[src/sv/slfd_pkg.sv]
// ----------------------------------------------------------------------------
// slfd_pkg: shared types and constants of the frame deframer router
// Byte codes, result kinds, route classes and the parser state encoding.
// ----------------------------------------------------------------------------
package slfd_pkg;

   localparam logic [7:0]  SYNC_BYTE        = 8'hEF;
   localparam logic [1:0]  SYNC_LAST        = 2'd3;
   localparam logic [2:0]  TRAILER_LEN      = 3'd4;
   localparam logic [15:0] MAX_PAYLOAD_RST  = 16'd1014;
   localparam logic [1:0]  PULSE_FULL       = 2'd3;
   localparam logic [15:0] PULSE_LAST_IDX   = 16'd4;

   localparam logic [7:0]  CHR_0 = 8'h30;
   localparam logic [7:0]  CHR_1 = 8'h31;
   localparam logic [7:0]  CHR_2 = 8'h32;
   localparam logic [7:0]  CHR_3 = 8'h33;
   localparam logic [7:0]  CHR_4 = 8'h34;
   localparam logic [7:0]  CHR_5 = 8'h35;
   localparam logic [7:0]  CHR_6 = 8'h36;

   localparam logic [1:0]  KIND_PAYLOAD = 2'd0;
   localparam logic [1:0]  KIND_END     = 2'd1;
   localparam logic [1:0]  KIND_DROP    = 2'd2;

   localparam logic [3:0]  CLS_FORWARD    = 4'd0;
   localparam logic [3:0]  CLS_UPPER      = 4'd1;
   localparam logic [3:0]  CLS_LOWER      = 4'd5;
   localparam logic [3:0]  CLS_OFS_PULSE  = 4'd1;
   localparam logic [3:0]  CLS_OFS_STATUS = 4'd2;
   localparam logic [3:0]  CLS_OFS_MSG    = 4'd3;
   localparam logic [3:0]  CLS_UNEXPECTED = 4'd9;

   typedef enum logic [4:0] {
      PH_HUNT    = 5'b00001,
      PH_LEN_HI  = 5'b00010,
      PH_LEN_LO  = 5'b00100,
      PH_PAYLOAD = 5'b01000,
      PH_TRAILER = 5'b10000
   } phase_type;

   typedef struct packed {
      logic        valid;
      logic [1:0]  kind;
      logic [7:0]  data_byte;
      logic        first_byte;
      logic [15:0] frame_length;
      logic [7:0]  route_path;
      logic [3:0]  frame_class;
   } result_type;

endpackage

[src/sv/slfd_class.sv]
// ----------------------------------------------------------------------------
// slfd_class: route classifier
// Maps the path byte, type byte and pulse digit count to a route class.
// ----------------------------------------------------------------------------
module slfd_class (
   input  logic [7:0] path_byte,
   input  logic [7:0] type_byte,
   input  logic [1:0] pulse_digits,
   output logic [3:0] frame_class
);
   import slfd_pkg::*;

   logic [3:0] base;
   logic       base_ok;
   logic [3:0] sub;
   logic       sub_ok;

   always_comb begin
      base    = CLS_UPPER;
      base_ok = 1'b0;
      if (path_byte == CHR_3) begin
         base    = CLS_UPPER;
         base_ok = 1'b1;
      end else if (path_byte == CHR_5) begin
         base    = CLS_LOWER;
         base_ok = 1'b1;
      end
   end

   // type byte picks the offset within the upper or lower group
   always_comb begin
      sub    = 4'd0;
      sub_ok = 1'b1;
      if (type_byte == CHR_0) begin
         sub = 4'd0;
      end else if (type_byte == CHR_1) begin
         sub = (pulse_digits == PULSE_FULL) ? CLS_OFS_PULSE : CLS_OFS_STATUS;
      end else if (type_byte == CHR_2) begin
         sub = CLS_OFS_MSG;
      end else begin
         sub_ok = 1'b0;
      end
   end

   always_comb begin
      if (path_byte == CHR_0 || path_byte == CHR_4 || path_byte == CHR_6) begin
         frame_class = CLS_FORWARD;
      end else if (base_ok && sub_ok) begin
         frame_class = base + sub;
      end else begin
         frame_class = CLS_UNEXPECTED;
      end
   end

endmodule

[src/sv/slfd_parse.sv]
// ----------------------------------------------------------------------------
// slfd_parse: frame parser
// Holds the parse state and works out the result of one byte per step.
// ----------------------------------------------------------------------------
module slfd_parse (
   input  logic                 clock,
   input  logic                 reset,
   input  logic                 step,
   input  logic [7:0]           rx_byte,
   input  logic [15:0]          max_payload,
   output slfd_pkg::result_type result
);
   import slfd_pkg::*;

   phase_type   phase_ff,        phase_in;
   logic [1:0]  sync_seen_ff,    sync_seen_in;
   logic [15:0] length_value_ff, length_value_in;
   logic [15:0] byte_count_ff,   byte_count_in;
   logic [2:0]  trailer_left_ff, trailer_left_in;
   logic [7:0]  path_byte_ff,    path_byte_in;
   logic [7:0]  type_byte_ff,    type_byte_in;
   logic [1:0]  pulse_digits_ff, pulse_digits_in;

   logic [3:0]  frame_class;
   logic [15:0] full_length;
   logic [15:0] count_next;
   logic [2:0]  trailer_next;

   slfd_class u_class (
      .path_byte    (path_byte_ff),
      .type_byte    (type_byte_ff),
      .pulse_digits (pulse_digits_ff),
      .frame_class  (frame_class)
   );

   assign full_length  = {length_value_ff[15:8], rx_byte};
   assign count_next   = byte_count_ff + 16'd1;
   assign trailer_next = (trailer_left_ff != 3'd0) ? trailer_left_ff - 3'd1 : 3'd0;

   always_comb begin
      phase_in        = phase_ff;
      sync_seen_in    = sync_seen_ff;
      length_value_in = length_value_ff;
      byte_count_in   = byte_count_ff;
      trailer_left_in = trailer_left_ff;
      path_byte_in    = path_byte_ff;
      type_byte_in    = type_byte_ff;
      pulse_digits_in = pulse_digits_ff;
      result          = '0;

      unique case (phase_ff)
         PH_LEN_HI: begin
            length_value_in = {rx_byte, 8'd0};
            phase_in        = PH_LEN_LO;
         end
         PH_LEN_LO: begin
            length_value_in = full_length;
            byte_count_in   = '0;
            path_byte_in    = '0;
            type_byte_in    = '0;
            pulse_digits_in = '0;
            if (full_length > max_payload) begin
               phase_in            = PH_HUNT;
               sync_seen_in        = '0;
               result.valid        = 1'b1;
               result.kind         = KIND_DROP;
               result.frame_length = full_length;
            end else if (full_length == 16'd0) begin
               phase_in        = PH_TRAILER;
               trailer_left_in = TRAILER_LEN;
            end else begin
               phase_in = PH_PAYLOAD;
            end
         end
         PH_PAYLOAD: begin
            if (byte_count_ff == 16'd0) begin
               path_byte_in = rx_byte;
            end else if (byte_count_ff == 16'd1) begin
               type_byte_in = rx_byte;
            end else if (byte_count_ff <= PULSE_LAST_IDX && rx_byte == CHR_6) begin
               pulse_digits_in = pulse_digits_ff + 2'd1;
            end
            byte_count_in = count_next;
            if (count_next >= length_value_ff) begin
               phase_in        = PH_TRAILER;
               trailer_left_in = TRAILER_LEN;
            end
            result.valid      = 1'b1;
            result.kind       = KIND_PAYLOAD;
            result.data_byte  = rx_byte;
            result.first_byte = (byte_count_ff == 16'd0);
         end
         PH_TRAILER: begin
            trailer_left_in = trailer_next;
            if (trailer_next == 3'd0) begin
               phase_in            = PH_HUNT;
               sync_seen_in        = '0;
               result.valid        = 1'b1;
               result.kind         = KIND_END;
               result.frame_length = length_value_ff;
               result.route_path   = path_byte_ff;
               result.frame_class  = frame_class;
            end
         end
         default: begin
            phase_in = PH_HUNT;
            if (rx_byte == SYNC_BYTE) begin
               if (sync_seen_ff == SYNC_LAST) begin
                  sync_seen_in = '0;
                  phase_in     = PH_LEN_HI;
               end else begin
                  sync_seen_in = sync_seen_ff + 2'd1;
               end
            end else begin
               sync_seen_in = '0;
            end
         end
      endcase
   end

   always_ff @(posedge clock) begin
      if (reset) begin
         phase_ff        <= PH_HUNT;
         sync_seen_ff    <= '0;
         length_value_ff <= '0;
         byte_count_ff   <= '0;
         trailer_left_ff <= '0;
         path_byte_ff    <= '0;
         type_byte_ff    <= '0;
         pulse_digits_ff <= '0;
      end else if (step) begin
         phase_ff        <= phase_in;
         sync_seen_ff    <= sync_seen_in;
         length_value_ff <= length_value_in;
         byte_count_ff   <= byte_count_in;
         trailer_left_ff <= trailer_left_in;
         path_byte_ff    <= path_byte_in;
         type_byte_ff    <= type_byte_in;
         pulse_digits_ff <= pulse_digits_in;
      end
   end

endmodule

[src/sv/sync_length_frame_deframer_router_unit.sv]
// ----------------------------------------------------------------------------
// sync_length_frame_deframer_router_unit: sync word frame deframer and router
// Hunts for the sync word, reads the length header, passes payload bytes on
// and reports each frame end with its length and route class.
// ----------------------------------------------------------------------------
// usage
//   req_*  : one received link byte per item (valid / stall)
//   rsp_*  : zero or one result item per byte: a payload byte, a frame end
//            with length and route class, or an oversize drop flag
//   csr_*  : write channel for max_payload, always ready; write it only
//            while no byte is in flight
// timing
//   a byte is taken into the input register, parsed in the next cycle and
//   its result lands in the output register: rsp_valid rises one cycle after
//   acceptance; one byte per clock sustained, set by the single parse stage
// reset
//   parser back to hunting, both registers empty, max_payload = 1014
// stall
//   a held result in the output register blocks the parse stage; the input
//   register still takes one more byte, after which req_stall rises
// ----------------------------------------------------------------------------
module sync_length_frame_deframer_router_unit (
   input  logic        clock,
   input  logic        reset,
   // byte input
   input  logic        req_valid,
   output logic        req_stall,
   input  logic [7:0]  req_rx_byte,
   // result output
   output logic        rsp_valid,
   input  logic        rsp_stall,
   output logic [1:0]  rsp_kind,
   output logic [7:0]  rsp_data_byte,
   output logic        rsp_first_byte,
   output logic [15:0] rsp_frame_length,
   output logic [7:0]  rsp_route_path,
   output logic [3:0]  rsp_frame_class,
   // configuration
   input  logic        csr_valid,
   output logic        csr_ready,
   input  logic [15:0] csr_data
);
   import slfd_pkg::*;

   logic        in_valid_ff, in_valid_in;
   logic [7:0]  in_byte_ff;
   logic        rsp_valid_ff, rsp_valid_in;
   result_type  rsp_ff;
   logic [15:0] max_payload_ff;

   result_type  result;
   logic        out_free;
   logic        step;
   logic        req_take;

   // parse stage moves when the output register is empty or draining
   assign out_free  = !rsp_valid_ff || !rsp_stall;
   assign step      = in_valid_ff && out_free;
   assign req_stall = in_valid_ff && !out_free;
   assign req_take  = req_valid && !req_stall;
   assign csr_ready = 1'b1;

   slfd_parse u_parse (
      .clock       (clock),
      .reset       (reset),
      .step        (step),
      .rx_byte     (in_byte_ff),
      .max_payload (max_payload_ff),
      .result      (result)
   );

   // input register: refilled when its byte moves on
   always_comb begin
      if (req_take) begin
         in_valid_in = 1'b1;
      end else if (step) begin
         in_valid_in = 1'b0;
      end else begin
         in_valid_in = in_valid_ff;
      end
   end

   // output register: bytes that give no result leave it untouched
   always_comb begin
      if (step && result.valid) begin
         rsp_valid_in = 1'b1;
      end else if (!rsp_stall) begin
         rsp_valid_in = 1'b0;
      end else begin
         rsp_valid_in = rsp_valid_ff;
      end
   end

   always_ff @(posedge clock) begin
      if (reset) begin
         in_valid_ff    <= 1'b0;
         rsp_valid_ff   <= 1'b0;
         max_payload_ff <= MAX_PAYLOAD_RST;
      end else begin
         in_valid_ff  <= in_valid_in;
         rsp_valid_ff <= rsp_valid_in;
         if (csr_valid && csr_ready) begin
            max_payload_ff <= csr_data;
         end
      end
   end

   // payload registers
   always_ff @(posedge clock) begin
      if (req_take) begin
         in_byte_ff <= req_rx_byte;
      end
      if (step && result.valid) begin
         rsp_ff <= result;
      end
   end

   assign rsp_valid        = rsp_valid_ff;
   assign rsp_kind         = rsp_ff.kind;
   assign rsp_data_byte    = rsp_ff.data_byte;
   assign rsp_first_byte   = rsp_ff.first_byte;
   assign rsp_frame_length = rsp_ff.frame_length;
   assign rsp_route_path   = rsp_ff.route_path;
   assign rsp_frame_class  = rsp_ff.frame_class;

endmodule

[config.mk]
export PLATFORM = sky130hd
export DESIGN_NAME = sync_length_frame_deframer_router_unit
export DESIGN_NICKNAME = d
export VERILOG_FILES = /design/src/sv/slfd_pkg.sv /design/src/sv/slfd_class.sv /design/src/sv/slfd_parse.sv /design/src/sv/sync_length_frame_deframer_router_unit.sv
export SDC_FILE = /design/constraint.sdc
export NUM_CORES = 1
export LEC_CHECK = 0
export BUFFER_PORTS_ARGS = -buffer_cell sky130_fd_sc_hd__buf_2
export CAP_MARGIN = 20
export CORE_MARGIN = 5
export CORE_UTILIZATION = 63
export CTS_CLUSTER_SIZE = 25
export DETAILED_ROUTE_END_ITERATION = 8
export MAX_ROUTING_LAYER = met4
export PLACE_DENSITY = 0.88
export REMOVE_ABC_BUFFERS = 1
export SYNTH_ARGS = -nofsm -noshare
export SYNTH_HDL_FRONTEND = slang
export SYNTH_SLANG_ARGS = --single-unit
[constraint.sdc]
create_clock -name clock -period 7.45 [get_ports clock]
set_input_delay 1.49 -clock clock [delete_from_list [all_inputs] [get_ports clock]]
set_output_delay 1.49 -clock clock [all_outputs]
set_load 0.02 [all_outputs]
==> impl_table.tex, run 1 <==
\begin{tabular}{lr}
\hline
Metric & Value \\
\hline
\multicolumn{2}{l}{\textbf{Routing}} \\
\quad Detailed-route wire length & 14.6 mm \\
\quad Total via count after detailed routing & 5052 \\
\quad Violation count after the first detailed-routing iteration & 455 \\
\quad DR pass1 iterations & 6 \\
\quad Residual antenna-violating net count after detailed routing & 0 \\
\quad Ratio of routed vias to standard cells & 6.06 \\
\quad Average wire length per cell after detail routing & 17.5 um \\
\quad Number of DRC violations after detailed routing & 0 \\
\multicolumn{2}{l}{\textbf{Cells and area}} \\
\quad Area of the multi-input gates & approximately 3000 um2 \\
\quad Register Area & 2970 um2 \\
\quad Filler cell count in the final layout & 636 \\
\quad Layout area overhead & 16.7\% \\
\quad Diodes inserted & 0 \\
\quad Share of post-route cells with drive strength above 1 & 0.173 \\
\quad Number of standard cells in the final layout excluding fillers & 834 \\
\quad Final-stage net count & $\sim$760 \\
\multicolumn{2}{l}{\textbf{Logic synthesis}} \\
\quad Post-Synthesis Mean Instance Area & 9.95 um2 \\
\quad Post-synth top cells & sky130\_fd\_sc\_hd\_\_nor2\_1, sky130\_fd\_sc\_hd\_\_dfxtp\_1, sky130\_fd\_sc\_hd\_\_edfxtp\_1 \\
\quad Sequential element share of the synthesized area & 0.479 \\
\quad Leading cell type by number of instances after synthesis & sky130\_fd\_sc\_hd\_\_nor2\_1 \\
\quad Synth warnings & 0 \\
\quad Cell taking the most area after synthesis & sky130\_fd\_sc\_hd\_\_dfxtp\_1 \\
\quad Seq cells post-synth & 125 \\
\quad Ys async rst share & 0 \\
\quad Most frequently used flop master after synthesis & sky130\_fd\_sc\_hd\_\_dfxtp\_1 \\
\quad Gate Count Post-Synth & 624 \\
\quad Post-synth design cell area & $\sim$6200 um2 \\
\quad Cell variety after synth & 65 \\
\quad Top cells by area, synth & sky130\_fd\_sc\_hd\_\_dfxtp\_1, sky130\_fd\_sc\_hd\_\_edfxtp\_1, sky130\_fd\_sc\_hd\_\_ha\_1, sky130\_fd\_sc\_hd\_\_mux2i\_1, sky130\_fd\_sc\_hd\_\_nor2\_1 \\
\quad Number of enable flip-flop cells after synthesis & 47 \\
\quad Post-synth top area share & 0.252 \\
\multicolumn{2}{l}{\textbf{CTS}} \\
\quad Clock tree from TritonCTS & done \\
\quad Number of hold-repair buffers added at the cts stage & 0 \\
\quad Sinks on Clock Net & 125 \\
\quad Post-CTS Resized & 0 \\
\quad CTS HTree Levels & 4 \\
\quad Clock-pin slew on the worst setup and hold paths & roughly 0.060 ns \\
\quad Clk Tree Root Cell & sky130\_fd\_sc\_hd\_\_clkbuf\_8 \\
\quad Post-CTS repair timing setup buffer count & 0 \\
\quad Later-pin clock latency in the skew report & 0.53 ns \\
\quad Total clock buffers created by CTS & 17 \\
\quad CTS max path bufs & 2 \\
\multicolumn{2}{l}{\textbf{Worst setup path}} \\
\quad Type of element capturing the critical path & register \\
\quad Critical path data arrival time & 4.01 ns \\
\quad Last element of the critical path & u\_parse.phase\_ff[1]\$\_SDFFE\_PP0P\_ \\
\quad Required time reported for the critical path endpoint & 7.90 ns \\
\quad Cell depth of the worst flop-to-flop path & 11 \\
\quad Critical path fanouts, max & 10 \\
\quad Start point of the critical path & u\_parse.byte\_count\_ff[2]\$\_SDFFE\_PP0P\_ \\
\quad R2R Path Start & u\_parse.byte\_count\_ff[2]\$\_SDFFE\_PP0P\_ \\
\quad Crit Path Class & reg2reg \\
\quad Setup slack of the most critical reg-to-reg path & 3.89 ns \\
\quad Worst setup SP type & register \\
\quad Reg-to-reg critical path endpoint & u\_parse.phase\_ff[1]\$\_SDFFE\_PP0P\_ \\
\multicolumn{2}{l}{\textbf{Global routing}} \\
\quad Wire length of the first global-routing pass & 23.5 mm \\
\quad Total global routing track utilization & 0.267 \\
\quad Via count of the first global-routing pass & 5021 \\
\quad Global route total overflow & 0 \\
\quad Number of antenna violations at the first check in global routing & 0 \\
\quad Largest net degree at the start of global routing & 69 \\
\multicolumn{2}{l}{\textbf{Floorplanning}} \\
\quad Area of the core & 9680 um2 \\
\quad Die outline height & 109 um \\
\quad Initial standard-cell utilization of the core & 0.641 \\
\quad Horiz. Die Dim & about 110 um \\
\quad Number of I/O pins & 71 \\
\quad Rows & 36 \\
\quad Die area & 11900 um2 \\
\multicolumn{2}{l}{\textbf{STA}} \\
\quad Setup repair after global routing missed its margin & false \\
\quad Final setup violation count & 0 \\
\quad Share of the clock period used by the worst path & 0.478 \\
\quad Min Hold Slack & 0.473 ns \\
\quad Min setup slack post-route & roughly 3.9 ns \\
\quad Top achievable clock speed & 0.281 GHz \\
\quad Skew final & roughly 0.012 ns \\
\quad Fin crit period & 3.56 ns \\
\quad Fin. max-slew vios & 0 \\
\quad Total negative slack for setup checks & 0 ns \\
\quad Worst slew slack as a fraction of its limit & 0.304 \\
\quad Final count of hold timing violations & 0 \\
\quad Transition time of the tightest slew-check pin & 1.04 ns \\
\multicolumn{2}{l}{\textbf{Power and ir drop}} \\
\quad Power density over the cells & 225 nW/um2 \\
\quad Leak pwr & about 3.0 nW \\
\quad Worst supply voltage drop on vdd & 0.160 mV \\
\multicolumn{2}{l}{\textbf{Run status}} \\
\quad Status & finished, final reports clean \\
\multicolumn{2}{l}{\textbf{Place}} \\
\quad Placed instance count & 801 \\
\quad IO Port Bufs & 69 \\
\quad Half-perimeter wire length of the detailed placement result & 10.2 mm \\
\quad Routability cong. & 0.913 \\
\quad Setup slack at placement & around 4.0 ns \\
\multicolumn{2}{l}{\textbf{Job}} \\
\quad Number of maximum-capacitance violations & 0 \\
\multicolumn{2}{l}{\textbf{Min path}} \\
\quad Type of the most critical hold path & reg2reg \\
\hline
\end{tabular}
-- logic make-up (layout without fill, tap and decap cells) --
group	Yosys count	in the layout	synth area share
other cells	1	1	0.000604
buf+inv	70	147	0.0452
xor+xnor	15	15	0.0212
mux	38	38	0.0613
compound gates	102	102	0.118
fa+ha+maj	40	40	0.0806
flops	125	125	0.479
simple gates	233	233	0.194
-- how the worst min path moves through the flow --
stage,startpoint,endpoint,slack [ns],cells past startpoint
after floorplan,u_parse.sync_seen_ff[1]$_SDFFE_PP0P_,u_parse.sync_seen_ff[1]$_SDFFE_PP0P_,0.44,2
after global placement,u_parse.sync_seen_ff[1]$_SDFFE_PP0P_,u_parse.sync_seen_ff[1]$_SDFFE_PP0P_,0.46,2
after detailed placement,u_parse.sync_seen_ff[1]$_SDFFE_PP0P_,u_parse.sync_seen_ff[1]$_SDFFE_PP0P_,0.47,2
after CTS,u_parse.sync_seen_ff[1]$_SDFFE_PP0P_,u_parse.sync_seen_ff[1]$_SDFFE_PP0P_,0.48,2
after global routing,u_parse.sync_seen_ff[1]$_SDFFE_PP0P_,u_parse.sync_seen_ff[1]$_SDFFE_PP0P_,0.52,2
final,u_parse.sync_seen_ff[1]$_SDFFE_PP0P_,u_parse.sync_seen_ff[1]$_SDFFE_PP0P_,0.47,2
-- report_power, final --
part           internal [mW]  switching [mW]
logic                 0.0211          0.0325
clock network          0.544           0.302
registers              0.715          0.0127
total                   1.28           0.347
-- per-stage QoR --
step,utilization,power (mW),area [um2]
global route,0.748,1.68,7240
floorplan,-,0.765,6090
detailed placement,0.684,0.794,6630
CTS,0.747,1.63,7240
global placement,0.684,0.788,6630
finish,0.748,1.63,7240
-- sequential cells by signal, indices dropped and copies added, names as in the netlist, 2 cells and up --
name                     cells
in_byte_ff                   8
max_payload_ff              16
rsp_data_byte                8
rsp_frame_class              4
rsp_frame_length            16
rsp_kind                     2
rsp_route_path               8
u_parse.byte_count_ff       16
u_parse.length_value_ff     16
u_parse.path_byte_ff         8
u_parse.phase_ff             5
u_parse.pulse_digits_ff      2
u_parse.sync_seen_ff         2
u_parse.trailer_left_ff      3
u_parse.type_byte_ff         8
-- routing by layer --
metal / global-route usage / wire length [um]
met4: 0.140 / 596
met2: 0.456 / 7210
met3: 0.0622 / 1200
met1: 0.288 / 5610
met5: - / 0
-- worst max-delay path, cell delays in order, from the launching register on --
cell                       delay [ns]
sky130_fd_sc_hd__dfxtp_1         0.52
sky130_fd_sc_hd__nand3_1         0.14
sky130_fd_sc_hd__nor4_2          0.61
sky130_fd_sc_hd__nand4_1         0.20
sky130_fd_sc_hd__xnor2_1         0.20
sky130_fd_sc_hd__ha_1            0.33
sky130_fd_sc_hd__and4_1          0.23
sky130_fd_sc_hd__nand4_1         0.13
sky130_fd_sc_hd__a221oi_2        0.28
sky130_fd_sc_hd__a211oi_2        0.15
sky130_fd_sc_hd__or4_1           0.55
sky130_fd_sc_hd__a21oi_1         0.15
-- final cells by class --
cell class | count | share of cell area
multi-input combinational | 429 | 0.409
clock buffer | 18 | 0.0577
timing repair buffer | 72 | 0.0508
inverter | 43 | 0.0223
tap | 133 | 0.0230
clock inverter | 14 | 0.0264
sequential | 125 | 0.410
-- placed cells by master (no fill, tap or decap), drive strengths merged, types with 7 or more instances in the layout --
cell,count
nor2b,7
a21oi,26
a22oi,21
and2,18
nor3,7
a22o,9
and3,16
nand2,41
inv,45
o211ai,9
nand4,11
buf,72
dfxtp,78
nor4,14
edfxtp,47
nor2,81
ha,40
xnor2,9
mux2i,38
clkbuf,18
o21ai,13
nand3,11
No activity file was read; power rests on OpenSTA's default activity.
==> inputs of run 2 (changes only) <==
Settings changed: CORE_UTILIZATION 63 to 53, PLACE_DENSITY 0.88 to 0.79.
Clock period 7.45 ns to 3.2 ns, I/O delays scaled along.
==> run 2 against run 1 <==
  * Combinational power rose to 2.5 times the previous value
  * Critical path type unchanged
  * Critical path depth up 1
  * First-iteration DRC count down 1.1%
==> impl_table.tex, run 2 (same netlist as run 1, synthesis figures left out) <==
\begin{tabular}{lr}
\hline
Metric & Value \\
\hline
\multicolumn{2}{l}{\textbf{Routing}} \\
\quad Average wire length per cell after detail routing & 17.8 um (+1.6\%) \\
\quad Number of DRC violations after detailed routing & 0 (unchanged) \\
\quad Residual antenna-violating net count after detailed routing & 0 (unchanged) \\
\quad Total via count after detailed routing & 5095 (+0.85\%) \\
\quad DR pass1 iterations & 5 (-1) \\
\quad Ratio of routed vias to standard cells & 5.92 (-2.2\%) \\
\quad Detailed-route wire length & 15.3 mm (+4.8\%) \\
\quad Violation count after the first detailed-routing iteration & 450 (-1.1\%) \\
\multicolumn{2}{l}{\textbf{STA}} \\
\quad Setup repair after global routing missed its margin & false \\
\quad Fin. max-slew vios & 0 (unchanged) \\
\quad Skew final & 0.00890 ns (-0.00353 ns) \\
\quad Worst slew slack as a fraction of its limit & 0.309 (+0.00481) \\
\quad Top achievable clock speed & 0.325 GHz (+16\%) \\
\quad Share of the clock period used by the worst path & 0.962 (+0.485) \\
\quad Final count of hold timing violations & 0 (unchanged) \\
\quad Total negative slack for setup checks & 0 ns (unchanged) \\
\quad Fin crit period & 3.08 ns (-0.479 ns) \\
\quad Transition time of the tightest slew-check pin & 1.03 ns (-0.00689 ns) \\
\quad Final setup violation count & 0 (unchanged) \\
\multicolumn{2}{l}{\textbf{CTS}} \\
\quad Clock tree from TritonCTS & done \\
\quad Later-pin clock latency in the skew report & 0.42 ns (-0.11 ns) \\
\quad Sinks on Clock Net & 125 (unchanged) \\
\quad CTS HTree Levels & 4 (unchanged) \\
\quad CTS max path bufs & 2 (unchanged) \\
\quad Number of hold-repair buffers added at the cts stage & 0 (unchanged) \\
\quad Total clock buffers created by CTS & 17 (unchanged) \\
\quad Clock-pin slew on the worst setup and hold paths & 0.06 ns (about the same) \\
\quad Clk Tree Root Cell & sky130\_fd\_sc\_hd\_\_clkbuf\_16 \\
\multicolumn{2}{l}{\textbf{Min path}} \\
\quad Hold path cells & 1 (-1) \\
\quad Type of the most critical hold path & in2reg \\
\multicolumn{2}{l}{\textbf{Global routing}} \\
\quad Via count of the first global-routing pass & 5099 (+1.6\%) \\
\quad Largest net degree at the start of global routing & 56 (-19\%) \\
\quad Total global routing track utilization & 0.226 (-0.0410) \\
\quad Global route total overflow & 0 (unchanged) \\
\quad Wire length of the first global-routing pass & 24.9 mm (+5.6\%) \\
\quad Number of antenna violations at the first check in global routing & 0 (unchanged) \\
\multicolumn{2}{l}{\textbf{Run status}} \\
\quad Status & finished, final reports clean \\
\multicolumn{2}{l}{\textbf{Floorplanning}} \\
\quad Initial standard-cell utilization of the core & 0.541 (-0.0996) \\
\quad Die area & 14000 um2 (+17\%) \\
\quad Number of I/O pins & 71 (unchanged) \\
\quad Area of the core & 11500 um2 (+18\%) \\
\quad Die outline height & 118 um (+8.2\%) \\
\quad Rows & 39 (+8.3\%) \\
\quad Horiz. Die Dim & 118 um (+8.2\%) \\
\multicolumn{2}{l}{\textbf{Cells and area}} \\
\quad Final-stage net count & 773 (+2.1\%) \\
\quad Share of post-route cells with drive strength above 1 & 0.218 (+0.0450) \\
\quad Layout area overhead & 19.5\% \\
\quad Diodes inserted & 0 (unchanged) \\
\quad Highest-count cells in the layout ignoring fill and taps & sky130\_fd\_sc\_hd\_\_nor2\_1, sky130\_fd\_sc\_hd\_\_buf\_2, sky130\_fd\_sc\_hd\_\_dfxtp\_1, sky130\_fd\_sc\_hd\_\_edfxtp\_1, sky130\_fd\_sc\_hd\_\_inv\_1 \\
\quad Most frequent standard cell in the layout excluding fill and tap cells & sky130\_fd\_sc\_hd\_\_nor2\_1 \\
\quad Filler cell count in the final layout & 886 (+39\%) \\
\multicolumn{2}{l}{\textbf{Power and ir drop}} \\
\quad Total Power & 3.60 mW (+120\%) \\
\quad Worst supply voltage drop on vdd & 0.314 mV (+96\%) \\
\quad Leak pwr & 3.10 nW (+2.9\%) \\
\quad Power density over the cells & 485 nW/um2 (+120\%) \\
\multicolumn{2}{l}{\textbf{Worst setup path}} \\
\quad Crit Path Class & reg2reg \\
\quad Required time reported for the critical path endpoint & 3.55 ns (-4.35 ns) \\
\quad Reg-to-reg critical path endpoint & u\_parse.phase\_ff[1]\$\_SDFFE\_PP0P\_ \\
\quad Type of element capturing the critical path & register \\
\quad Cell depth of the worst flop-to-flop path & 12 (+1) \\
\quad Start point of the critical path & u\_parse.byte\_count\_ff[5]\$\_SDFFE\_PP0P\_ \\
\quad Worst setup SP type & register \\
\quad Setup slack of the most critical reg-to-reg path & 0.12 ns (-3.77 ns) \\
\quad Critical path fanouts, max & 7 (-3) \\
\quad Last element of the critical path & u\_parse.phase\_ff[1]\$\_SDFFE\_PP0P\_ \\
\quad Critical path data arrival time & 3.43 ns (-0.58 ns) \\
\quad R2R Path Start & u\_parse.byte\_count\_ff[5]\$\_SDFFE\_PP0P\_ \\
\multicolumn{2}{l}{\textbf{Place}} \\
\quad Half-perimeter wire length of the detailed placement result & 10.8 mm (+6.1\%) \\
\quad Routability cong. & 0.976 (+6.9\%) \\
\quad IO Port Bufs & 69 (unchanged) \\
\multicolumn{2}{l}{\textbf{Job}} \\
\quad Number of maximum-capacitance violations & 0 (unchanged) \\
\hline
\end{tabular}
==> run 2: what timing repair did <==
item	4_1_cts	5_1_grt
pin swaps	0	6
buffers inserted	0	6
setup endpoints to repair	1	8
gates resized for setup	1	30
==> run 2: routing by layer <==
| metal | vias to the layer above | wire, um | track usage | part of all wire |
|---|---|---|---|---|
| met5 | - | 0 | - | 0 |
| met3 | 40 | 958 | 0.0511 | 0.063 |
| met2 | 221 | 7540 | 0.369 | 0.49 |
| met4 | 0 | 500 | 0.0975 | 0.033 |
| li1 | 2396 | - | - | - |
| met1 | 2438 | 6310 | 0.268 | 0.41 |
==> run 2: worst min-delay path by stage <==
stage / startpoint / to
2_1_floorplan: u_parse.sync_seen_ff[1]$_SDFFE_PP0P_ / u_parse.sync_seen_ff[1]$_SDFFE_PP0P_
3_3_place_gp: u_parse.sync_seen_ff[1]$_SDFFE_PP0P_ / u_parse.sync_seen_ff[1]$_SDFFE_PP0P_
3_5_place_dp: u_parse.sync_seen_ff[1]$_SDFFE_PP0P_ / u_parse.sync_seen_ff[1]$_SDFFE_PP0P_
4_1_cts: req_rx_byte[4] / in_byte_ff[4]$_DFFE_PP_
5_1_grt: req_rx_byte[0] / in_byte_ff[0]$_DFFE_PP_
6_report: req_rx_byte[4] / in_byte_ff[4]$_DFFE_PP_
==> run 2: worst max-delay path: stages (launching register included) <==
cell	delay [ns]
sky130_fd_sc_hd__dfxtp_4	0.38
sky130_fd_sc_hd__nand2_1	0.08
sky130_fd_sc_hd__nor4_2	0.27
sky130_fd_sc_hd__buf_4	0.20
sky130_fd_sc_hd__nand4_1	0.11
sky130_fd_sc_hd__xnor2_1	0.17
sky130_fd_sc_hd__ha_1	0.34
sky130_fd_sc_hd__and4_4	0.22
sky130_fd_sc_hd__nand4_1	0.14
sky130_fd_sc_hd__a221oi_4	0.28
sky130_fd_sc_hd__a211oi_4	0.12
sky130_fd_sc_hd__or4_1	0.55
sky130_fd_sc_hd__a21oi_1	0.15
==> run 2: report_power, final <==
group | switching [mW] | internal, mW | total, mW
sequential | 0.0205 | 1.66 | 1.68
clock | 0.714 | 1.07 | 1.78
combinational | 0.0825 | 0.0531 | 0.136
==> run 2: layout make-up <==
cell class	instances	area, um2	share of cell area
Clock buffer	18	429	0.0579
Clock inverter	14	119	0.0160
Inverter	43	161	0.0218
Multi-Input combinational cell	429	3030	0.408
Sequential cell	125	3000	0.405
Tap cell	143	179	0.0241
Timing Repair Buffer	88	500	0.0675
==> run 2: through the flow <==
step                 util  worst slack (ns)  hold slack, ns  instance area [um2]  std cells
global route        0.647            0.0115           0.378                 7420        860
detailed placement  0.587            0.0367           0.481                 6730        822
floorplan               -            -0.748           0.442                 6090        597
global placement    0.587             0.187           0.452                 6730        822
finish              0.647             0.120           0.396                 7420        860
CTS                 0.635            0.0426           0.384                 7280        854
==> inputs of run 3 (changes only) <==
Settings changed: ABC_AREA set to 1.
==> run 3 against run 2 <==
  * Non-clock buffer count decreased by 11
  * Global-route usage decreased by 0.50 points
  * Highest routed layer unchanged
  * Combinational power increased by 22%
  * Synthesized cell count increased by 22%
==> impl_table.tex, run 3 <==
\begin{tabular}{lr}
\hline
Metric & Value \\
\hline
\multicolumn{2}{l}{\textbf{Routing}} \\
\quad Residual antenna-violating net count after detailed routing & 0 (unchanged) \\
\quad Detailed-route wire length & 14.7 mm (-4.3\%) \\
\quad DR pass1 iterations & 5 (unchanged) \\
\quad Total via count after detailed routing & 5331 (+4.6\%) \\
\quad Violation count after the first detailed-routing iteration & 383 (-15\%) \\
\quad Ratio of routed vias to standard cells & 5.36 (-9.5\%) \\
\quad Number of DRC violations after detailed routing & 0 (unchanged) \\
\quad Average wire length per cell after detail routing & 14.7 um (-17\%) \\
\multicolumn{2}{l}{\textbf{Worst setup path}} \\
\quad Crit Path Class & reg2reg \\
\quad Crit-path cells & inv\_1 -> nor3\_2 -> nand3\_2 -> nor3\_2 -> nand3\_1 -> and2\_1 -> ha\_1 -> nand2\_1 -> o21bai\_1 -> a21oi\_1 -> nor2\_4 -> a21oi\_4 -> nand3\_1 -> nand2\_1 -> nor2\_1 \\
\quad R2R Path Start & u\_parse.byte\_count\_ff[0]\$\_SDFFE\_PP0P\_ \\
\quad Type of element capturing the critical path & register \\
\quad Critical path fanouts, max & 6 (-1) \\
\quad Longest individual stage delay on the worst path & 0.38 ns (-0.17 ns) \\
\quad Required time reported for the critical path endpoint & 3.51 ns (-0.04 ns) \\
\quad Largest delay contributor family on the critical path & simple AND/OR/NAND/NOR gates \\
\quad Critical path data arrival time & 3.19 ns (-0.24 ns) \\
\quad Worst setup SP type & register \\
\quad CP max stage cell & sky130\_fd\_sc\_hd\_\_dfxtp\_1 \\
\quad Start point of the critical path & u\_parse.byte\_count\_ff[0]\$\_SDFFE\_PP0P\_ \\
\quad Total buffers and inverters traversed by the critical path & 1 (unchanged) \\
\multicolumn{2}{l}{\textbf{Logic synthesis}} \\
\quad Sequential element share of the synthesized area & 0.477 (-0.00212) \\
\quad Post-Synthesis Mean Instance Area & 8.18 um2 (-18\%) \\
\quad Synth warnings & 0 (unchanged) \\
\quad Top cells by area, synth & sky130\_fd\_sc\_hd\_\_dfxtp\_1, sky130\_fd\_sc\_hd\_\_edfxtp\_1, sky130\_fd\_sc\_hd\_\_nand2\_1, sky130\_fd\_sc\_hd\_\_ha\_1, sky130\_fd\_sc\_hd\_\_a21oi\_1 \\
\quad Most frequently used flop master after synthesis & sky130\_fd\_sc\_hd\_\_dfxtp\_1 \\
\quad Post-synth design cell area & 6230 um2 (+0.44\%) \\
\quad Post-synth top cells & sky130\_fd\_sc\_hd\_\_nand2\_1, sky130\_fd\_sc\_hd\_\_inv\_1, sky130\_fd\_sc\_hd\_\_a21oi\_1 \\
\quad Leading cell type by number of instances after synthesis & sky130\_fd\_sc\_hd\_\_nand2\_1 \\
\quad Cell variety after synth & 39 (-40\%) \\
\quad Number of enable flip-flop cells after synthesis & 47 (unchanged) \\
\quad Post-synth top area share & 0.251 (-0.00111) \\
\quad Gate Count Post-Synth & 762 (+22\%) \\
\quad Cell taking the most area after synthesis & sky130\_fd\_sc\_hd\_\_dfxtp\_1 \\
\quad Ys async rst share & 0 (unchanged) \\
\quad Seq cells post-synth & 125 (unchanged) \\
\multicolumn{2}{l}{\textbf{Place}} \\
\quad Half-perimeter wire length of the detailed placement result & 10.5 mm (-2.5\%) \\
\quad IO Port Bufs & 69 (unchanged) \\
\quad Setup slack at placement & 0.296 ns (+0.259 ns) \\
\quad Routability cong. & 0.960 (-1.7\%) \\
\multicolumn{2}{l}{\textbf{CTS}} \\
\quad Clock-pin slew on the worst setup and hold paths & 0.06 ns (about the same) \\
\quad Later-pin clock latency in the skew report & 0.42 ns (about the same) \\
\quad Clk Tree Root Cell & sky130\_fd\_sc\_hd\_\_clkbuf\_16 \\
\quad Post-CTS Resized & 0 (-1) \\
\quad Sinks on Clock Net & 125 (unchanged) \\
\quad Clock tree from TritonCTS & done \\
\quad CTS max path bufs & 2 (unchanged) \\
\quad CTS HTree Levels & 4 (unchanged) \\
\quad Post-CTS repair timing setup buffer count & 0 (unchanged) \\
\quad Total clock buffers created by CTS & 17 (unchanged) \\
\quad Number of hold-repair buffers added at the cts stage & 0 (unchanged) \\
\multicolumn{2}{l}{\textbf{STA}} \\
\quad Fin crit period & 2.88 ns (-0.203 ns) \\
\quad Fin. max-slew vios & 0 (unchanged) \\
\quad Skew final & 0.00997 ns (+0.00107 ns) \\
\quad Top achievable clock speed & 0.348 GHz (+7.0\%) \\
\quad Transition time of the tightest slew-check pin & 0.938 ns (-0.0964 ns) \\
\quad Final setup violation count & 0 (unchanged) \\
\quad Final count of hold timing violations & 0 (unchanged) \\
\quad Share of the clock period used by the worst path & 0.899 (-0.0633) \\
\quad Min setup slack post-route & 0.323 ns (+0.203 ns) \\
\quad Min Hold Slack & 0.392 ns (-0.00324 ns) \\
\quad Worst slew slack as a fraction of its limit & 0.374 (+0.0650) \\
\multicolumn{2}{l}{\textbf{Floorplanning}} \\
\quad Die outline height & 118 um (+0.20\%) \\
\quad Area of the core & 11500 um2 (unchanged) \\
\quad Die area & 14000 um2 (+0.41\%) \\
\quad Number of I/O pins & 71 (unchanged) \\
\quad Initial standard-cell utilization of the core & 0.544 (+0.00240) \\
\quad Rows & 39 (unchanged) \\
\quad Horiz. Die Dim & 118 um (+0.20\%) \\
\multicolumn{2}{l}{\textbf{Min path}} \\
\quad Type of the most critical hold path & in2reg \\
\quad Worst min-delay path startpoint & req\_rx\_byte[5] \\
\multicolumn{2}{l}{\textbf{Run status}} \\
\quad Status & finished, final reports clean \\
\multicolumn{2}{l}{\textbf{Global routing}} \\
\quad Global route total overflow & 0 (unchanged) \\
\quad Largest net degree at the start of global routing & 47 (-16\%) \\
\quad Number of antenna violations at the first check in global routing & 0 (unchanged) \\
\quad Via count of the first global-routing pass & 5099 (unchanged) \\
\quad Total global routing track utilization & 0.221 (-0.00501) \\
\quad Wire length of the first global-routing pass & 24.3 mm (-2.2\%) \\
\multicolumn{2}{l}{\textbf{Power and ir drop}} \\
\quad Leak pwr & 3.16 nW (+1.9\%) \\
\quad Power density over the cells & 524 nW/um2 (+8.1\%) \\
\quad Worst supply voltage drop on vdd & 0.426 mV (+36\%) \\
\multicolumn{2}{l}{\textbf{Job}} \\
\quad Number of maximum-capacitance violations & 0 (unchanged) \\
\multicolumn{2}{l}{\textbf{Cells and area}} \\
\quad Highest-count cells in the layout ignoring fill and taps & sky130\_fd\_sc\_hd\_\_nand2\_1, sky130\_fd\_sc\_hd\_\_inv\_1, sky130\_fd\_sc\_hd\_\_a21oi\_1, sky130\_fd\_sc\_hd\_\_nor2\_1, sky130\_fd\_sc\_hd\_\_dfxtp\_1 \\
\quad Share of post-route cells with drive strength above 1 & 0.154 (-0.0636) \\
\quad Final-stage net count & 907 (+17\%) \\
\quad Most frequent standard cell in the layout excluding fill and tap cells & sky130\_fd\_sc\_hd\_\_nand2\_1 \\
\quad Diodes inserted & 0 (unchanged) \\
\quad Layout area overhead & 18.7\% \\
\hline
\end{tabular}
run 3: changes by cell type after synthesis, sizes merged, moves of 7 or more:
cell	previous run	this run
o211ai	9	0
a22o	9	0
a22oi	21	0
xnor2	9	1
nor4	14	4
nand3	11	49
inv	42	105
and2	18	5
a21oi	26	91
mux2i	38	0
nand2	41	147
o21ai	13	40
nor2b	7	0
and3	16	0
run 3: cell type report:
cell class / instances / area [um2]
inverter: 105 / 394
fill: 954 / 4070
clock buffer: 18 / 429
sequential: 125 / 2970
clock inverter: 14 / 194
timing repair buffer: 77 / 418
multi-input combinational: 512 / 2810
tap: 143 / 179
run 3: metal layers:
layer	routed length [um]	vias to the layer above	global-route usage
met5	0	-	-
met4	450	0	0.0865
met3	973	33	0.0587
met2	6770	186	0.340
met1	6460	2431	0.279
li1	-	2681	-
run 3: final timing paths:
kind | endpoint | slack [ns] | cells past startpoint
worst min register to register | u_parse.length_value_ff[1]$_SDFFE_PP0P_ | 0.46 | 2
worst max register to register | u_parse.trailer_left_ff[0]$_SDFFE_PP0P_ | 0.32 | 15
worst min-delay path | in_byte_ff[5]$_DFFE_PP_ | 0.39 | 1
worst max-delay path | u_parse.trailer_left_ff[0]$_SDFFE_PP0P_ | 0.32 | 15
run 3: cells by family after synthesis:
group	Yosys count	share of synthesized area
XOR/XNOR	9	0.0126
AND/OR/NAND/NOR	316	0.225
adder cells (fa/ha/maj)	40	0.0803
AO/OA/AOI/OAI	146	0.126
other	1	0.000602
buffers and inverters	125	0.0781
flip-flops	125	0.477
run 3: report_power, final:
part           switching, mW  internal [mW]
clock network          0.715           1.30
logic                  0.109         0.0576
registers             0.0199           1.67
total                  0.843           3.03
run 3: stage by stage:
| step | instance area [um2] | TNS [ns] | power, mW | util | std cells |
|---|---|---|---|---|---|
| floorplan | 6140 | 0 | 1.82 | - | 742 |
| global placement | 6740 | 0 | 1.88 | 0.588 | 962 |
| detailed placement | 6740 | 0 | 1.89 | 0.588 | 962 |
| CTS | 7360 | 0 | 3.90 | 0.642 | 994 |
| global route | 7400 | -0.0259 | 4.00 | 0.645 | 994 |
| finish | 7400 | 0 | 3.88 | 0.645 | 994 |
